<file path="config.mk">
export PLATFORM = sky130hd
export DESIGN_NAME = gkt_back
export DESIGN_NICKNAME = d
export VERILOG_FILES = /design/src/rtl/gkt_pkg.sv /design/src/rtl/gkt_back.sv
export SDC_FILE = /design/constraint.sdc
export NUM_CORES = 1
export LEC_CHECK = 0
export BUFFER_PORTS_ARGS = -buffer_cell sky130_fd_sc_hd__buf_2
export CAP_MARGIN = 20
export CORE_UTILIZATION = 53
export CTS_CLUSTER_SIZE = 24
export DETAILED_ROUTE_END_ITERATION = 16
export PLACE_DENSITY = 0.77
export SYNTH_ARGS = -nofsm -noshare
export SYNTH_HDL_FRONTEND = slang
export SYNTH_SLANG_ARGS = --single-unit
export TNS_END_PERCENT = 50
</file>
<file path="constraint.sdc">
create_clock -name clk -period 6.9 [get_ports clk]
set_input_delay 2.07 -clock clk [delete_from_list [all_inputs] [get_ports clk]]
set_output_delay 2.07 -clock clk [all_outputs]
set_load 0.02 [all_outputs]
</file>
<file path="src/rtl/gkt_pkg.sv">
// Package: Greek keyboard transliteration types, constants and letter lookup functions.
package gkt_pkg;

  localparam int CP_W   = 16;
  localparam int IDX_W  = 6;
  localparam int KIND_W = 2;
  localparam int QDEPTH = 4;
  localparam int QPTR_W = $clog2(QDEPTH);

  // case_mode codes
  localparam logic [1:0] CM_LOWER = 2'd1;
  localparam logic [1:0] CM_UPPER = 2'd2;

  // pending stage codes
  localparam logic [1:0] PS_NONE  = 2'd0;
  localparam logic [1:0] PS_HELD  = 2'd1;
  localparam logic [1:0] PS_DIAER = 2'd2;

  // token kinds
  localparam logic [KIND_W-1:0] TK_CP     = 2'd0;
  localparam logic [KIND_W-1:0] TK_RAW    = 2'd1;
  localparam logic [KIND_W-1:0] TK_NOCONV = 2'd2;

  localparam logic [7:0] CH_COLON   = 8'h3A;
  localparam logic [7:0] CH_APOS    = 8'h27;
  localparam logic [7:0] CH_S_LOWER = 8'h73;
  localparam logic [7:0] CH_UP_A    = 8'h41;
  localparam logic [7:0] CH_UP_Z    = 8'h5A;
  localparam logic [7:0] CH_LO_A    = 8'h61;
  localparam logic [7:0] CH_LO_Z    = 8'h7A;
  localparam logic [7:0] CASE_BIT   = 8'h20;
  localparam logic [7:0] LO_IDX_OFS = 8'd71;  // 'a' - 26

  localparam logic [CP_W-1:0] CP_FINAL_SIGMA = 16'h03C2;

  typedef struct packed {
    logic [KIND_W-1:0] kind;
    logic [CP_W-1:0]   val;
  } tok_t;

  typedef struct packed {
    tok_t tok0;
    logic tok1_vld;
    tok_t tok1;
    logic eow;
  } job_t;

  function automatic logic is_letter(input logic [7:0] c);
    return (c >= CH_UP_A && c <= CH_UP_Z) || (c >= CH_LO_A && c <= CH_LO_Z);
  endfunction

  function automatic logic [CP_W-1:0] base_cp(input logic [IDX_W-1:0] idx);
    logic [CP_W-1:0] r;
    case (idx)
      6'd0:  r = 16'h0391;  6'd1:  r = 16'h0392;  6'd2:  r = 16'h03A8;
      6'd3:  r = 16'h0394;  6'd4:  r = 16'h0395;  6'd5:  r = 16'h03A6;
      6'd6:  r = 16'h0393;  6'd7:  r = 16'h0397;  6'd8:  r = 16'h0399;
      6'd9:  r = 16'h039E;  6'd10: r = 16'h039A;  6'd11: r = 16'h039B;
      6'd12: r = 16'h039C;  6'd13: r = 16'h039D;  6'd14: r = 16'h039F;
      6'd15: r = 16'h03A0;  6'd16: r = 16'h2015;  6'd17: r = 16'h03A1;
      6'd18: r = 16'h03A3;  6'd19: r = 16'h03A4;  6'd20: r = 16'h0398;
      6'd21: r = 16'h03A9;  6'd22: r = 16'h03A3;  6'd23: r = 16'h03A7;
      6'd24: r = 16'h03A5;  6'd25: r = 16'h0396;
      6'd26: r = 16'h03B1;  6'd27: r = 16'h03B2;  6'd28: r = 16'h03C8;
      6'd29: r = 16'h03B4;  6'd30: r = 16'h03B5;  6'd31: r = 16'h03C6;
      6'd32: r = 16'h03B3;  6'd33: r = 16'h03B7;  6'd34: r = 16'h03B9;
      6'd35: r = 16'h03BE;  6'd36: r = 16'h03BA;  6'd37: r = 16'h03BB;
      6'd38: r = 16'h03BC;  6'd39: r = 16'h03BD;  6'd40: r = 16'h03BF;
      6'd41: r = 16'h03C0;  6'd42: r = 16'h00B7;  6'd43: r = 16'h03C1;
      6'd44: r = 16'h03C3;  6'd45: r = 16'h03C4;  6'd46: r = 16'h03B8;
      6'd47: r = 16'h03C9;  6'd48: r = 16'h03C2;  6'd49: r = 16'h03C7;
      6'd50: r = 16'h03C5;  6'd51: r = 16'h03B6;
      default: r = '0;
    endcase
    return r;
  endfunction

  // zero: letter has no accented variants
  function automatic logic [CP_W-1:0] acute_cp(input logic [IDX_W-1:0] idx);
    logic [CP_W-1:0] r;
    case (idx)
      6'd0:  r = 16'h0386;  6'd4:  r = 16'h0388;  6'd7:  r = 16'h0389;
      6'd8:  r = 16'h038A;  6'd14: r = 16'h038C;  6'd21: r = 16'h038F;
      6'd24: r = 16'h038E;
      6'd26: r = 16'h03AC;  6'd30: r = 16'h03AD;  6'd33: r = 16'h03AE;
      6'd34: r = 16'h03AF;  6'd40: r = 16'h03CC;  6'd47: r = 16'h03CE;
      6'd50: r = 16'h03CD;
      default: r = '0;
    endcase
    return r;
  endfunction

  // sel 0: diaeresis, sel 1: diaeresis with acute
  function automatic logic [CP_W-1:0] diaer_cp(input logic [IDX_W-1:0] idx,
                                               input logic sel);
    logic [CP_W-1:0] r;
    case (idx)
      6'd8:    r = 16'h03AA;
      6'd24:   r = 16'h03AB;
      6'd34:   r = sel ? 16'h0390 : 16'h03CA;
      6'd50:   r = sel ? 16'h03B0 : 16'h03CB;
      default: r = '0;
    endcase
    return r;
  endfunction

endpackage

</file>
<file path="src/rtl/gkt_back.sv">
// Back end: serializes a job's tokens into UTF-8 bytes on the output register.
module gkt_back import gkt_pkg::*; (
  input  logic       clk,
  input  logic       rst_n,
  input  logic       q_empty,
  input  job_t       q_job,
  output logic       q_pop,
  output logic       out_valid,
  input  logic       out_ready,
  output logic [7:0] out_byte,
  output logic       out_word_done,
  output logic       out_no_conversion
);

  job_t       cur_r;
  logic       cur_vld_r;
  logic       tok_sel_r;
  logic [1:0] byte_idx_r;
  logic       out_vld_r;
  logic [7:0] byte_r;
  logic       done_r, noconv_r;

  tok_t       tok;
  logic [1:0] last_idx;
  logic       tok_last, job_last, adv;
  logic [7:0] byte_nxt;

  assign tok      = tok_sel_r ? cur_r.tok1 : cur_r.tok0;
  assign last_idx = (tok.kind != TK_CP) ? 2'd0 :
                    (tok.val[CP_W-1:11] != '0) ? 2'd2 : 2'd1;
  assign tok_last = (byte_idx_r == last_idx);
  assign job_last = tok_last && (tok_sel_r || !cur_r.tok1_vld);
  assign adv      = cur_vld_r && (!out_vld_r || out_ready);
  assign q_pop    = !q_empty && (!cur_vld_r || (adv && job_last));

  always_comb begin
    byte_nxt = '0;
    case (tok.kind)
      TK_RAW: byte_nxt = tok.val[7:0];
      TK_CP: begin
        if (last_idx == 2'd2) begin
          case (byte_idx_r)
            2'd0:    byte_nxt = {4'hE, tok.val[15:12]};
            2'd1:    byte_nxt = {2'b10, tok.val[11:6]};
            default: byte_nxt = {2'b10, tok.val[5:0]};
          endcase
        end else begin
          byte_nxt = (byte_idx_r == 2'd0) ? {3'b110, tok.val[10:6]}
                                          : {2'b10, tok.val[5:0]};
        end
      end
      default: byte_nxt = '0;
    endcase
  end

  always_ff @(posedge clk) begin
    if (adv) begin
      byte_r   <= byte_nxt;
      done_r   <= job_last && cur_r.eow;
      noconv_r <= (tok.kind == TK_NOCONV);
    end
    if (q_pop) begin
      cur_r <= q_job;
    end
  end

  always_ff @(posedge clk) begin
    if (!rst_n) begin
      cur_vld_r  <= 1'b0;
      tok_sel_r  <= 1'b0;
      byte_idx_r <= '0;
      out_vld_r  <= 1'b0;
    end else begin
      if (adv) begin
        out_vld_r <= 1'b1;
      end else if (out_ready) begin
        out_vld_r <= 1'b0;
      end
      if (q_pop) begin
        cur_vld_r  <= 1'b1;
        tok_sel_r  <= 1'b0;
        byte_idx_r <= '0;
      end else if (adv) begin
        if (job_last) begin
          cur_vld_r <= 1'b0;
        end else if (tok_last) begin
          tok_sel_r  <= 1'b1;
          byte_idx_r <= '0;
        end else begin
          byte_idx_r <= byte_idx_r + 1'b1;
        end
      end
    end
  end

  assign out_valid         = out_vld_r;
  assign out_byte          = byte_r;
  assign out_word_done     = done_r;
  assign out_no_conversion = noconv_r;

endmodule

</file>
==> results.md <==
* CTS Hold Buffers Added at 0
* Gr ovfl total at 0
* Number of flops mapped to enable cells by yosys at 48
* Largest area contributor in the netlist: edfxtp_1
* Share of total power in the clock network at 30.3%
* Initial antenna violation count at 0
* Height of the die at 68.90 µm
* Rel. slew slack at 61.59%
* Die ar. at 0.004747 mm²
* Routed length per instance at 15.38 µm
* CP required at 4.83 ns
* Async set or reset register ratio after synthesis at 0%
* IO Pins at 54
* CP endpoint kind: output port
* Mapped Nets at 207
* Gate count of the mapped netlist at 162
* Fin nets at 264
* First-pass DRT Iterations at 4
* Slowest cell on crit path: a21oi_4
* Setup violators final at 0
* Slowest stage delay, CP at 0.23 ns
* Post-route DRC violation count at 0
* Internal power at 514.0 µW
* Crit path cell chain: buf_2 -> nor2b_1 -> nor2_1 -> o21ai_0 -> a21oi_4 -> buf_2
* Most common cell in the synthesized netlist: edfxtp_1
* Psw at 145.7 µW
* Ys Warns at 0
* Setup Crit Path Kind: in -> out
* Port Buffers at 53
* GRT Util Overall at 19.16%
* Share of layout cells above drive strength 1 at 33.64%
* Most common flop cell mapped by yosys: edfxtp_1
* CORE AREA at 0.004144 mm²
* Vias/cell at 5.719
* WHS at 0.5704 ns
* Vias at 1544
* Post-route ant nets at 0
* Fill count at 322
* Area taken by flip-flops and latches at 0.001541 mm²
* Part of the power in registers at 58.7%
* Post-synth cell types at 45
* Peak supply drop at 0.1661 mV
* Horiz. Die Dim at 68.90 µm
* Mapped Area at 0.002372 mm²
* Gp weighted congestion at 0.8726
* Multi-input logic area at 780.7 µm²
* Synth Area per Inst at 14.64 µm²
* TritonCTS buffer count at 5
* Combinational power share at 11.1%
* Final WL at 4152 µm
* Switching Fraction at 22.09%
* Worst-skew pair later-pin latency at 0.31 ns
* Crit share post-route at 73.14%
* Pleak at 1.035 nW
* HP Class: reg -> reg
* Synth top cells by count: edfxtp_1, mux2i_1, nor2_1, o21ai_0
* Largest net degree at the start of global routing at 39
* Diodes inserted at 0
* Setup TNS at 0 ns
* Clock Path Buffers at 2
* Sink Count at 53
* Period minus WS final at 5.046 ns
* Worst Clk Skew at 0.009916 ns
* Power Dens Cells at 235.8 mW/mm²
* Initial core utilization at 57.25%
* Slew Viols, Final at 0
* Dominant cells by area after synthesis: edfxtp_1, mux2i_1, dfxtp_1
* Status: finished, final reports clean
* First DRT Iteration DRCs at 84
* Startpoint Class: input pin
* Sequential cell area fraction in the yosys report at 64.98%
* Crit path top cell by count: buf_2
* Max-cap viol count at 0
* Top cell type's share of synthesized area at 60.76%
* Setup Buffers After CTS at 0
* Final hold vios at 0
* Area Overhead vs Synth at 17.93%
* Post-CTS Resized at 0
* Slew @ Worst Pin at 0.5761 ns
* F_max at 0.1982 GHz
* DP HPWL at 3154 µm
* Critical Path AT at 2.98 ns
* Root Buffer: clkbuf_8
* First-pass GRT wire length at 6348 µm
* TritonCTS clock tree: done
* Critical path peak fanout at 3
* RSZ-0062 raised after global routing: no
* Yosys reg bits at 53
* Clock-pin transition on the worst setup and hold timing paths at 0.08 ns
* Vias in the first global route at 1421
* H-tree levels at 2
* Rows at 23
-- stage by stage --
step / std cells / setup WS [ns] / util, % / power, mW / cell area [µm²]
CTS: 270 / 1.860 / 67.51 / 0.6655 / 2798
global route: 270 / 1.772 / 67.51 / 0.6851 / 2798
floorplan: 162 / 0.2928 / - / 0.4393 / 2372
finish: 270 / 1.854 / 67.51 / 0.6597 / 2798
global placement: 262 / 1.887 / 64.86 / 0.4644 / 2688
detailed placement: 262 / 1.857 / 64.86 / 0.4681 / 2688
-- worst max-delay path, delay by kind of cell --
family | cells | cell delay (ns)
buf+inv | 2 | 0.28
compound gates | 2 | 0.41
simple gates | 2 | 0.22
-- sequential cells by signal, indices dropped and copies added (netlist names) --
register	cells
byte_idx_r	2
cur_vld_r	1
out_no_conversion	1
out_byte	8
cur_r	38
tok_sel_r	1
out_word_done	1
out_valid	1
-- layout by cell type (no fill, tap or decap), drive strengths merged, types with 2 or more instances in the layout --
| master | Yosys | final |
|---|---|---|
| a211oi | 3 | 3 |
| o22ai | 4 | 4 |
| mux2i | 15 | 15 |
| nor2b | 2 | 2 |
| o211ai | 3 | 3 |
| nor2 | 10 | 10 |
| o21ai | 9 | 9 |
| o311ai | 2 | 2 |
| clkbuf | 1 | 5 |
| edfxtp | 48 | 48 |
| ha | 3 | 3 |
| nor3 | 4 | 4 |
| a21oi | 6 | 6 |
| nand2b | 2 | 2 |
| a2bb2oi | 3 | 3 |
| nor3b | 2 | 2 |
| buf | 4 | 55 |
| nor4 | 3 | 3 |
| a31oi | 2 | 2 |
| dfxtp | 5 | 5 |
| nand2 | 5 | 5 |
| mux2 | 4 | 4 |
| inv | 6 | 6 |
-- power by group through the flow --
stage / registers [mW] / clock network (mW) / logic, mW
2_1_floorplan: 0.399 / 0 / 0.0398
3_3_place_gp: 0.393 / 0 / 0.0710
3_5_place_dp: 0.395 / 0 / 0.0733
4_1_cts: 0.387 / 0.205 / 0.0733
5_1_grt: 0.390 / 0.215 / 0.0803
6_report: 0.387 / 0.200 / 0.0730
-- per-layer routing --
metal | routed length (µm) | vias to the layer above | track usage (%)
met4 | 96 | 0 | 8.673
li1 | - | 753 | -
met2 | 2015 | 62 | 31.67
met3 | 233 | 11 | 4.934
met1 | 1806 | 718 | 23.50
met5 | 0 | - | 0
-- path summary, 6_finish.rpt --
path             start            end  slack [ns]  depth (start not counted)
max          out_ready          q_pop        1.85                          6
min           cur_r[0]  out_word_done        0.57                          1
max reg2reg  tok_sel_r      cur_r[36]        3.93                          7
min reg2reg   cur_r[0]  out_word_done        0.57                          1
-- final cells by class --
| type | count | area share [%] |
|---|---|---|
| Clock buffer | 5 | 2.460 |
| Clock inverter | 3 | 1.476 |
| Inverter | 6 | 0.8050 |
| Tap cell | 50 | 2.236 |
| Multi-Input combinational cell | 98 | 27.91 |
| Sequential cell | 53 | 55.10 |
| Timing Repair Buffer | 55 | 10.02 |
-- cells by family after synthesis --
kind of cell | count (synthesis) | synth area share (%)
DFF | 53 | 64.98
adders and majority gates | 3 | 1.582
muxes | 20 | 9.177
AOI/OAI and AO/OA | 41 | 12.40
buffers and inverters | 11 | 2.584
and+or+nand+nor | 34 | 9.283
(Power assumes the default switching activity.)
