==> src/rtl/gkt_pkg.sv <==
// Package: Greek keyboard transliteration types, constants and letter lookup functions.
package gkt_pkg;

  localparam int CP_W   = 16;
  localparam int IDX_W  = 6;
  localparam int KIND_W = 2;
  localparam int QDEPTH = 4;
  localparam int QPTR_W = $clog2(QDEPTH);

  // case_mode codes
  localparam logic [1:0] CM_LOWER = 2'd1;
  localparam logic [1:0] CM_UPPER = 2'd2;

  // pending stage codes
  localparam logic [1:0] PS_NONE  = 2'd0;
  localparam logic [1:0] PS_HELD  = 2'd1;
  localparam logic [1:0] PS_DIAER = 2'd2;

  // token kinds
  localparam logic [KIND_W-1:0] TK_CP     = 2'd0;
  localparam logic [KIND_W-1:0] TK_RAW    = 2'd1;
  localparam logic [KIND_W-1:0] TK_NOCONV = 2'd2;

  localparam logic [7:0] CH_COLON   = 8'h3A;
  localparam logic [7:0] CH_APOS    = 8'h27;
  localparam logic [7:0] CH_S_LOWER = 8'h73;
  localparam logic [7:0] CH_UP_A    = 8'h41;
  localparam logic [7:0] CH_UP_Z    = 8'h5A;
  localparam logic [7:0] CH_LO_A    = 8'h61;
  localparam logic [7:0] CH_LO_Z    = 8'h7A;
  localparam logic [7:0] CASE_BIT   = 8'h20;
  localparam logic [7:0] LO_IDX_OFS = 8'd71;  // 'a' - 26

  localparam logic [CP_W-1:0] CP_FINAL_SIGMA = 16'h03C2;

  typedef struct packed {
    logic [KIND_W-1:0] kind;
    logic [CP_W-1:0]   val;
  } tok_t;

  typedef struct packed {
    tok_t tok0;
    logic tok1_vld;
    tok_t tok1;
    logic eow;
  } job_t;

  function automatic logic is_letter(input logic [7:0] c);
    return (c >= CH_UP_A && c <= CH_UP_Z) || (c >= CH_LO_A && c <= CH_LO_Z);
  endfunction

  function automatic logic [CP_W-1:0] base_cp(input logic [IDX_W-1:0] idx);
    logic [CP_W-1:0] r;
    case (idx)
      6'd0:  r = 16'h0391;  6'd1:  r = 16'h0392;  6'd2:  r = 16'h03A8;
      6'd3:  r = 16'h0394;  6'd4:  r = 16'h0395;  6'd5:  r = 16'h03A6;
      6'd6:  r = 16'h0393;  6'd7:  r = 16'h0397;  6'd8:  r = 16'h0399;
      6'd9:  r = 16'h039E;  6'd10: r = 16'h039A;  6'd11: r = 16'h039B;
      6'd12: r = 16'h039C;  6'd13: r = 16'h039D;  6'd14: r = 16'h039F;
      6'd15: r = 16'h03A0;  6'd16: r = 16'h2015;  6'd17: r = 16'h03A1;
      6'd18: r = 16'h03A3;  6'd19: r = 16'h03A4;  6'd20: r = 16'h0398;
      6'd21: r = 16'h03A9;  6'd22: r = 16'h03A3;  6'd23: r = 16'h03A7;
      6'd24: r = 16'h03A5;  6'd25: r = 16'h0396;
      6'd26: r = 16'h03B1;  6'd27: r = 16'h03B2;  6'd28: r = 16'h03C8;
      6'd29: r = 16'h03B4;  6'd30: r = 16'h03B5;  6'd31: r = 16'h03C6;
      6'd32: r = 16'h03B3;  6'd33: r = 16'h03B7;  6'd34: r = 16'h03B9;
      6'd35: r = 16'h03BE;  6'd36: r = 16'h03BA;  6'd37: r = 16'h03BB;
      6'd38: r = 16'h03BC;  6'd39: r = 16'h03BD;  6'd40: r = 16'h03BF;
      6'd41: r = 16'h03C0;  6'd42: r = 16'h00B7;  6'd43: r = 16'h03C1;
      6'd44: r = 16'h03C3;  6'd45: r = 16'h03C4;  6'd46: r = 16'h03B8;
      6'd47: r = 16'h03C9;  6'd48: r = 16'h03C2;  6'd49: r = 16'h03C7;
      6'd50: r = 16'h03C5;  6'd51: r = 16'h03B6;
      default: r = '0;
    endcase
    return r;
  endfunction

  // zero: letter has no accented variants
  function automatic logic [CP_W-1:0] acute_cp(input logic [IDX_W-1:0] idx);
    logic [CP_W-1:0] r;
    case (idx)
      6'd0:  r = 16'h0386;  6'd4:  r = 16'h0388;  6'd7:  r = 16'h0389;
      6'd8:  r = 16'h038A;  6'd14: r = 16'h038C;  6'd21: r = 16'h038F;
      6'd24: r = 16'h038E;
      6'd26: r = 16'h03AC;  6'd30: r = 16'h03AD;  6'd33: r = 16'h03AE;
      6'd34: r = 16'h03AF;  6'd40: r = 16'h03CC;  6'd47: r = 16'h03CE;
      6'd50: r = 16'h03CD;
      default: r = '0;
    endcase
    return r;
  endfunction

  // sel 0: diaeresis, sel 1: diaeresis with acute
  function automatic logic [CP_W-1:0] diaer_cp(input logic [IDX_W-1:0] idx,
                                               input logic sel);
    logic [CP_W-1:0] r;
    case (idx)
      6'd8:    r = 16'h03AA;
      6'd24:   r = 16'h03AB;
      6'd34:   r = sel ? 16'h0390 : 16'h03CA;
      6'd50:   r = sel ? 16'h03B0 : 16'h03CB;
      default: r = '0;
    endcase
    return r;
  endfunction

endpackage

==> src/rtl/gkt_queue.sv <==
// Job queue between front and back ends.
module gkt_queue import gkt_pkg::*; (
  input  logic clk,
  input  logic rst_n,
  input  logic push,
  input  job_t push_job,
  output logic full,
  input  logic pop,
  output logic empty,
  output job_t head_job
);

  job_t              mem_r [QDEPTH];
  logic [QPTR_W-1:0] wr_ptr_r, rd_ptr_r;
  logic [QPTR_W:0]   count_r;

  assign full     = (count_r == (QPTR_W+1)'(QDEPTH));
  assign empty    = (count_r == '0);
  assign head_job = mem_r[rd_ptr_r];

  always_ff @(posedge clk) begin
    if (push) begin
      mem_r[wr_ptr_r] <= push_job;
    end
  end

  always_ff @(posedge clk) begin
    if (!rst_n) begin
      wr_ptr_r <= '0;
      rd_ptr_r <= '0;
      count_r  <= '0;
    end else begin
      if (push) begin
        wr_ptr_r <= wr_ptr_r + 1'b1;
      end
      if (pop) begin
        rd_ptr_r <= rd_ptr_r + 1'b1;
      end
      if (push && !pop) begin
        count_r <= count_r + 1'b1;
      end else if (pop && !push) begin
        count_r <= count_r - 1'b1;
      end
    end
  end

endmodule

==> config.mk <==
export PLATFORM = sky130hd
export DESIGN_NAME = gkt_queue
export DESIGN_NICKNAME = d
export VERILOG_FILES = /design/src/rtl/gkt_pkg.sv /design/src/rtl/gkt_queue.sv
export SDC_FILE = /design/constraint.sdc
export NUM_CORES = 1
export LEC_CHECK = 0
export ABC_AREA = 1
export BUFFER_PORTS_ARGS = -buffer_cell sky130_fd_sc_hd__buf_2
export CAP_MARGIN = 20
export CORE_UTILIZATION = 45
export DETAILED_ROUTE_END_ITERATION = 8
export PLACE_DENSITY = 0.7
export SLEW_MARGIN = 25
export SYNTH_ARGS = -nofsm -noshare
export SYNTH_HDL_FRONTEND = slang
export SYNTH_SLANG_ARGS = --single-unit
==> constraint.sdc <==
create_clock -name clk -period 2.05 [get_ports clk]
set_clock_uncertainty 0.1 [all_clocks]
set_input_delay 0.41 -clock clk [delete_from_list [all_inputs] [get_ports clk]]
set_output_delay 0.41 -clock clk [all_outputs]
set_load 0.02 [all_outputs]
==> results.py, run 1 <==
metrics = {
    "clock_network": {
        "postCtsHoldBufs": 0,
        "htreeDepth": 4,
        "cts_buffers": 17,
        "clk_pin_slew_ns": 0.06,
        "cts_tree": "done",
        "clk_latency_ns": 0.42,
        "cts-root-buf": "clkbuf_16",
        "cts_max_path_buffers": 2,
        "cts.sink_count": 161,
    },
    "logic_synthesis": {
        "syn_nets": 474,
        "ys.flop_type": "edfxtp_1",
        "yosys_warnings": 0,
        "synthArstFlopShare_pct": 0,
        "synth.yosys.seq_area_share_pct": 78.0,
        "yosysTopAreaCellShare_pct": 75.0,
        "yosysTopAreaCell": "edfxtp_1",
        "synth-seq-cells": 161,
        "yosysMostFrequentCell": "edfxtp_1",
        "netlist_top_cells_count": "152 x edfxtp_1, 81 x nor2_1, 74 x o21ai_0",
        "syn_area_per_cell_um2": 14.3,
        "post_synth_main_area_contributors": "edfxtp_1 75%, o21ai_0 6.1%, nor2_1 5.0%",
        "netlist_instances": 426,
        "netlist_area_um2": 6080,
        "synth-edff-count": 152,
        "yosysUniqueCellTypes": 20,
    },
    "worst_setup_path": {
        "crit_slowest_cell": "dfxtp_4",
        "crit_path_end_kind": "output pin",
        "r2r-end": "mem_r[0][24]$_DFFE_PP_",
        "required_ns": 1.54,
        "rr_startpoint": "wr_ptr_r[0]$_SDFFE_PN0P_",
        "start_kind": "flip-flop",
        "crit_arrival_ns": 1.63,
        "r2r_slack_ns": 0.55,
        "critPathMaxFanout": 8,
        "crit_family": "buffers and inverters",
        "reg2reg_depth": 5,
        "crit_type": "reg2out",
        "critPathMaxStageDelay_ns": 0.38,
        "crit_chain": "buf_12 -> inv_12 -> buf_6 -> o21ai_0 -> o22ai_1 -> buf_4",
        "worstPathBufferInverterCount": 4,
    },
    "finish": {
        "fin_cells": 731,
        "final_util_pct": 62.8,
        "area_delta_synth_final_pct": 36.1,
        "n_antenna_cell": 0,
        "final_nets": 590,
        "drive_gt1_share_pct": 39.5,
    },
    "global_routing": {
        "grt_pass1_wl_um": 20000,
        "overflow": 0,
        "track_usage_pct": 19.4,
        "grt_pass1_vias": 3676,
        "grt_max_degree": 39,
        "antenna_found_initial": 1,
    },
    "sta": {
        "post-route-period-util_pct": 105,
        "min_period_ns": 2.14,
        "setup_viol": 38,
        "slew_violations": 0,
        "maxSlewHeadroom_pct": 76.2,
        "hold_violations": 0,
        "worst_pin_slew_ns": 0.358,
        "timing.fmax_mhz": 467,
        "fin_ws_ns": -0.0927,
        "rsz0062_at_grt": "true",
    },
    "run_status": {
        "failed_checks": "negative setup slack",
        "status": "finished, violations left",
    },
    "job": {
        "drv_cap": 0,
    },
    "place": {
        "placedCellCount": 676,
        "hpwl_um": 7430,
        "portBuffers": 81,
        "gp_congestion": 0.705,
        "pre_cts_slack_ns": 0.287,
    },
    "drt": {
        "firstDrtPassIters": 4,
        "dr_wl_met3_um": 908,
        "viasPerCell": 5.43,
        "wl_met2_um": 7260,
        "highest_layer": "met5",
        "wire_per_inst_um": 20.1,
        "drt-total-wl_um": 14700,
        "route.detailed.drc": 0,
        "drtAntennaViolNets": 0,
        "wl_met1_um": 6270,
        "num_vias": 3972,
        "drtIter0Drc": 338,
    },
    "worst_hold_path": {
        "holdPathEnd": "mem_r[3][31]$_DFFE_PP_",
        "min_path_type": "in2reg",
        "whs_path_depth": 1,
        "hp-start": "push_job[31]",
    },
    "die": {
        "die_x_um": 118,
        "start_util_pct": 46.1,
        "dieArea_um2": 14000,
        "io_pins": 82,
        "rows": 42,
        "core_area_um2": 13200,
        "fp.dieH_um": 118,
    },
    "pwr": {
        "p_per_area_nw_per_um2": 974,
        "peakVddDrop_mv": 0.646,
        "p_total_mw": 8.06,
        "p_leak_nw": 3.02,
    },
}
## stage by stage
step	hold slack, ns	setup TNS, ns	area (µm²)
5_1_grt	0.0929	-3.54	8280
6_report	0.106	-1.62	8280
4_1_cts	0.0875	-1.17	7520
3_3_place_gp	0.331	0	6740
3_5_place_dp	0.336	0	6740
2_1_floorplan	0.312	0	6080
## metal layers
metal,vias up,track usage [%]
met5,-,0
met4,2,7.37
met3,25,5.98
met2,141,30.5
met1,1984,25.2
li1,1820,-
## flip-flops by register name, indices dropped and copies added (netlist names), named ones only
register  flops
mem_r       152
count_r       3
rd_ptr_r      2
wr_ptr_r      2
## worst max path at each step
stage                                  start                     to  slack [ns]  depth (start not counted)
CTS                                flip-flop           head_job[12]       -0.07                          5
global route                       flip-flop            head_job[0]       -0.13                          6
global placement                   flip-flop           head_job[15]        0.31                          4
detailed placement                 flip-flop           head_job[30]        0.29                          4
floorplan           wr_ptr_r[0]$_SDFFE_PN0P_  mem_r[2][0]$_DFFE_PP_        0.22                          4
finish                             flip-flop           head_job[18]       -0.09                          6
## worst register-to-register path: stages (launching register included)
cell and delay [ns]:
dfxtp_1 0.33, inv_1 0.12, ha_1 0.16, nand2_1 0.06
inv_2 0.06, buf_4 0.32
## logic make-up after synthesis
family                   Yosys count  share of synthesized area [%]
AO/OA/AOI/OAI                    124                           11.0
adder cells (fa/ha/maj)            6                           1.36
buffers and inverters             41                           3.74
flip-flops                       161                           78.0
AND/OR/NAND/NOR                   94                           5.90
## where the power goes
group	switching [mW]	total (mW)	internal (mW)	leakage (nW)
clock network	1.16	3.12	1.95	0.285
logic	0.651	1.14	0.488	1.27
registers	0.0568	3.81	3.75	1.47
## cell type report
type	instances	area (µm²)
timing repair inverter	1	16.3
fill	912	4910
clock buffer	27	513
inverter	17	90.1
sequential	161	4750
timing repair buffer	120	1170
clock inverter	5	76.3
tap	176	220
multi-input combinational	224	1440
## placed cells by master, fill, tap and decap left out, drive strengths merged
cell,Yosys,final
edfxtp,152,152
buf,15,111
o21ai,82,82
nor2,81,81
o22ai,38,38
clkbuf,9,36
inv,17,17
nand2,9,9
dfxtp,9,9
ha,5,5
a21oi,4,4
clkinv,0,3
nor3,2,2
bufinv,0,2
nand3,1,1
nand4,1,1
fa,1,1
clkinvlp,0,1
## what timing repair did
item / 4_1_cts / 5_1_grt
pin swaps: 4 / 14
resized for setup: 44 / 159
setup endpoints to repair: 38 / 38
gates cloned: 2 / 13
setup buffers: 4 / 5
No activity file was read; power rests on OpenSTA's default activity.
==> inputs of run 2 (changes only) <==
==> constraint.sdc (replaced) <==
create_clock -name clk -period 2.5 [get_ports clk]
set_clock_uncertainty 0.1 [all_clocks]
set_input_delay 0.5 -clock clk [delete_from_list [all_inputs] [get_ports clk]]
set_output_delay 0.5 -clock clk [all_outputs]
set_load 0.02 [all_outputs]
==> run 2 against run 1 <==
  * The flow now finishes without violations
  * Global-route usage down 1.6 points
  * Clock power down 20%
  * Utilization down 7.5 points
  * Routed wire length down 20%
  * Combinational power down 45%
  * Sequential share of layout area up 7.7 points
==> results.py, run 2 (synthesized netlist as in run 1, its figures left out) <==
metrics = {
    "run_status": {
        "status": "finished, final reports clean",
    },
    "global_routing": {
        "overflow": 0,
        "grt_pass1_wl_um": 18500,
        "grt_pass1_vias": 3571,
        "antenna_found_initial": 3,
        "track_usage_pct": 17.8,
        "grt_max_degree": 77,
    },
    "worst_setup_path": {
        "r2r_slack_ns": 0.91,
        "start_kind": "flip-flop",
        "critPathMaxFanout": 28,
        "reg2reg_depth": 4,
        "required_ns": 1.90,
        "crit_type": "reg2out",
        "endpoint": "head_job[30]",
        "crit_arrival_ns": 1.80,
        "crit_path_end_kind": "output pin",
        "r2r-end": "mem_r[3][33]$_DFFE_PP_",
        "rr_startpoint": "wr_ptr_r[0]$_SDFFE_PN0P_",
    },
    "finish": {
        "fin_cells": 701,
        "reg_top3": "mem_r (152), count_r (3)",
        "regMostFlops": "mem_r",
        "final_cell_mix": "152 x edfxtp_1, 81 x nor2_1, 81 x buf_2",
        "final_nets": 560,
        "layout_commonest_cell": "edfxtp_1",
        "drive_gt1_share_pct": 24.0,
        "n_antenna_cell": 0,
        "area_delta_synth_final_pct": 19.9,
        "stdcell_area_um2": 7290,
        "largest_register_ffs": 152,
    },
    "pwr": {
        "peakVddDrop_mv": 0.430,
        "p_total_mw": 6.23,
        "p_leak_nw": 2.61,
        "p_per_area_nw_per_um2": 854,
    },
    "place": {
        "pre_cts_slack_ns": 0.524,
        "placedCellCount": 669,
        "hpwl_um": 6730,
        "placed_area_um2": 6710,
        "portBuffers": 81,
        "gp_congestion": 0.736,
    },
    "die": {
        "fp.dieH_um": 118,
        "core_area_um2": 13200,
        "io_pins": 82,
        "start_util_pct": 46.1,
        "rows": 42,
        "dieArea_um2": 14000,
        "die_x_um": 118,
    },
    "sta": {
        "rsz0062_at_grt": "false",
        "post-route-period-util_pct": 95.9,
        "hold_violations": 0,
        "slew_violations": 0,
        "timing.fmax_mhz": 417,
        "min_period_ns": 2.40,
        "setup_viol": 0,
        "fin_ws_ns": 0.102,
        "maxSlewHeadroom_pct": 70.6,
        "worst_pin_slew_ns": 0.441,
        "setup_tns_ns": 0,
    },
    "clock_network": {
        "cts.sink_count": 161,
        "cts_buffers": 17,
        "clk_pin_slew_ns": 0.06,
        "postCtsHoldBufs": 0,
        "htreeDepth": 4,
        "clk_latency_ns": 0.41,
        "cts_tree": "done",
        "cts_max_path_buffers": 2,
        "post_cts_buffers": 0,
        "cts-root-buf": "clkbuf_16",
    },
    "worst_hold_path": {
        "min_path_type": "in2reg",
        "whs_path_depth": 1,
    },
    "drt": {
        "dr_wl_met3_um": 764,
        "wl_met2_um": 5630,
        "highest_layer": "met5",
        "drtAntennaViolNets": 0,
        "wl_met1_um": 5210,
        "firstDrtPassIters": 4,
        "num_vias": 3682,
        "route.detailed.drc": 0,
        "wire_per_inst_um": 16.8,
        "viasPerCell": 5.25,
        "drt-total-wl_um": 11800,
        "drtIter0Drc": 298,
    },
    "job": {
        "drv_cap": 0,
    },
}
-- run 2: changes by cell type in the layout (fill, tap and decap cells not counted), sizes merged --
cell	change
clkinv	+1
inv	-1
buf	-20
clkinvlp	+3
clkbuf	-13
-- run 2: layout make-up --
class,instances,area [µm²]
multi-input combinational,224,1110
sequential,161,4750
tap,176,220
inverter,17,65.1
clock inverter,9,109
fill,1037,5900
timing repair buffer,91,572
clock buffer,23,468
-- run 2: metal layers --
metal,track usage [%],up-vias
met5,0,-
met4,7.45,4
met3,7.09,20
met2,27.8,90
met1,21.9,1813
li1,-,1755
-- run 2: per-stage QoR --
step / hold slack (ns) / utilization, %
after floorplan: 0.312 / -
after global placement: 0.332 / 50.9
after detailed placement: 0.347 / 50.9
after CTS: 0.174 / 55.2
after global routing: 0.177 / 55.3
final: 0.195 / 55.3
-- run 2: how the worst min path moves through the flow --
stage                                   startpoint  slack (ns)                  endpoint
after CTS                              push_job[6]        0.17     mem_r[0][6]$_DFFE_PP_
after global routing                   push_job[5]        0.18     mem_r[3][5]$_DFFE_PP_
after floorplan           rd_ptr_r[1]$_SDFFE_PN0P_        0.31                 flip-flop
after global placement    rd_ptr_r[1]$_SDFFE_PN0P_        0.33  rd_ptr_r[1]$_SDFFE_PN0P_
after detailed placement  rd_ptr_r[1]$_SDFFE_PN0P_        0.35                 flip-flop
final                                  push_job[9]        0.20     mem_r[0][9]$_DFFE_PP_
-- run 2: critical path, stage by stage (launching register included) --
cell and delay [ns]:
dfxtp_2 0.34, inv_2 0.30, buf_12 0.23, o21ai_0 0.09, o22ai_1 0.21, buf_2 0.21
-- run 2: what timing repair did --
| action | CTS | global route |
|---|---|---|
| endpoints found under the hold margin | 0 | 0 |
| resized for setup | 0 | 2 |
| endpoints found under the setup margin | 0 | 2 |
-- run 2: power by group --
part	internal, mW	leakage (nW)	switching [mW]
Combinational	0.199	0.866	0.424
Clock	1.52	0.269	0.976
Sequential	3.08	1.47	0.0329
Total	4.80	2.61	1.43
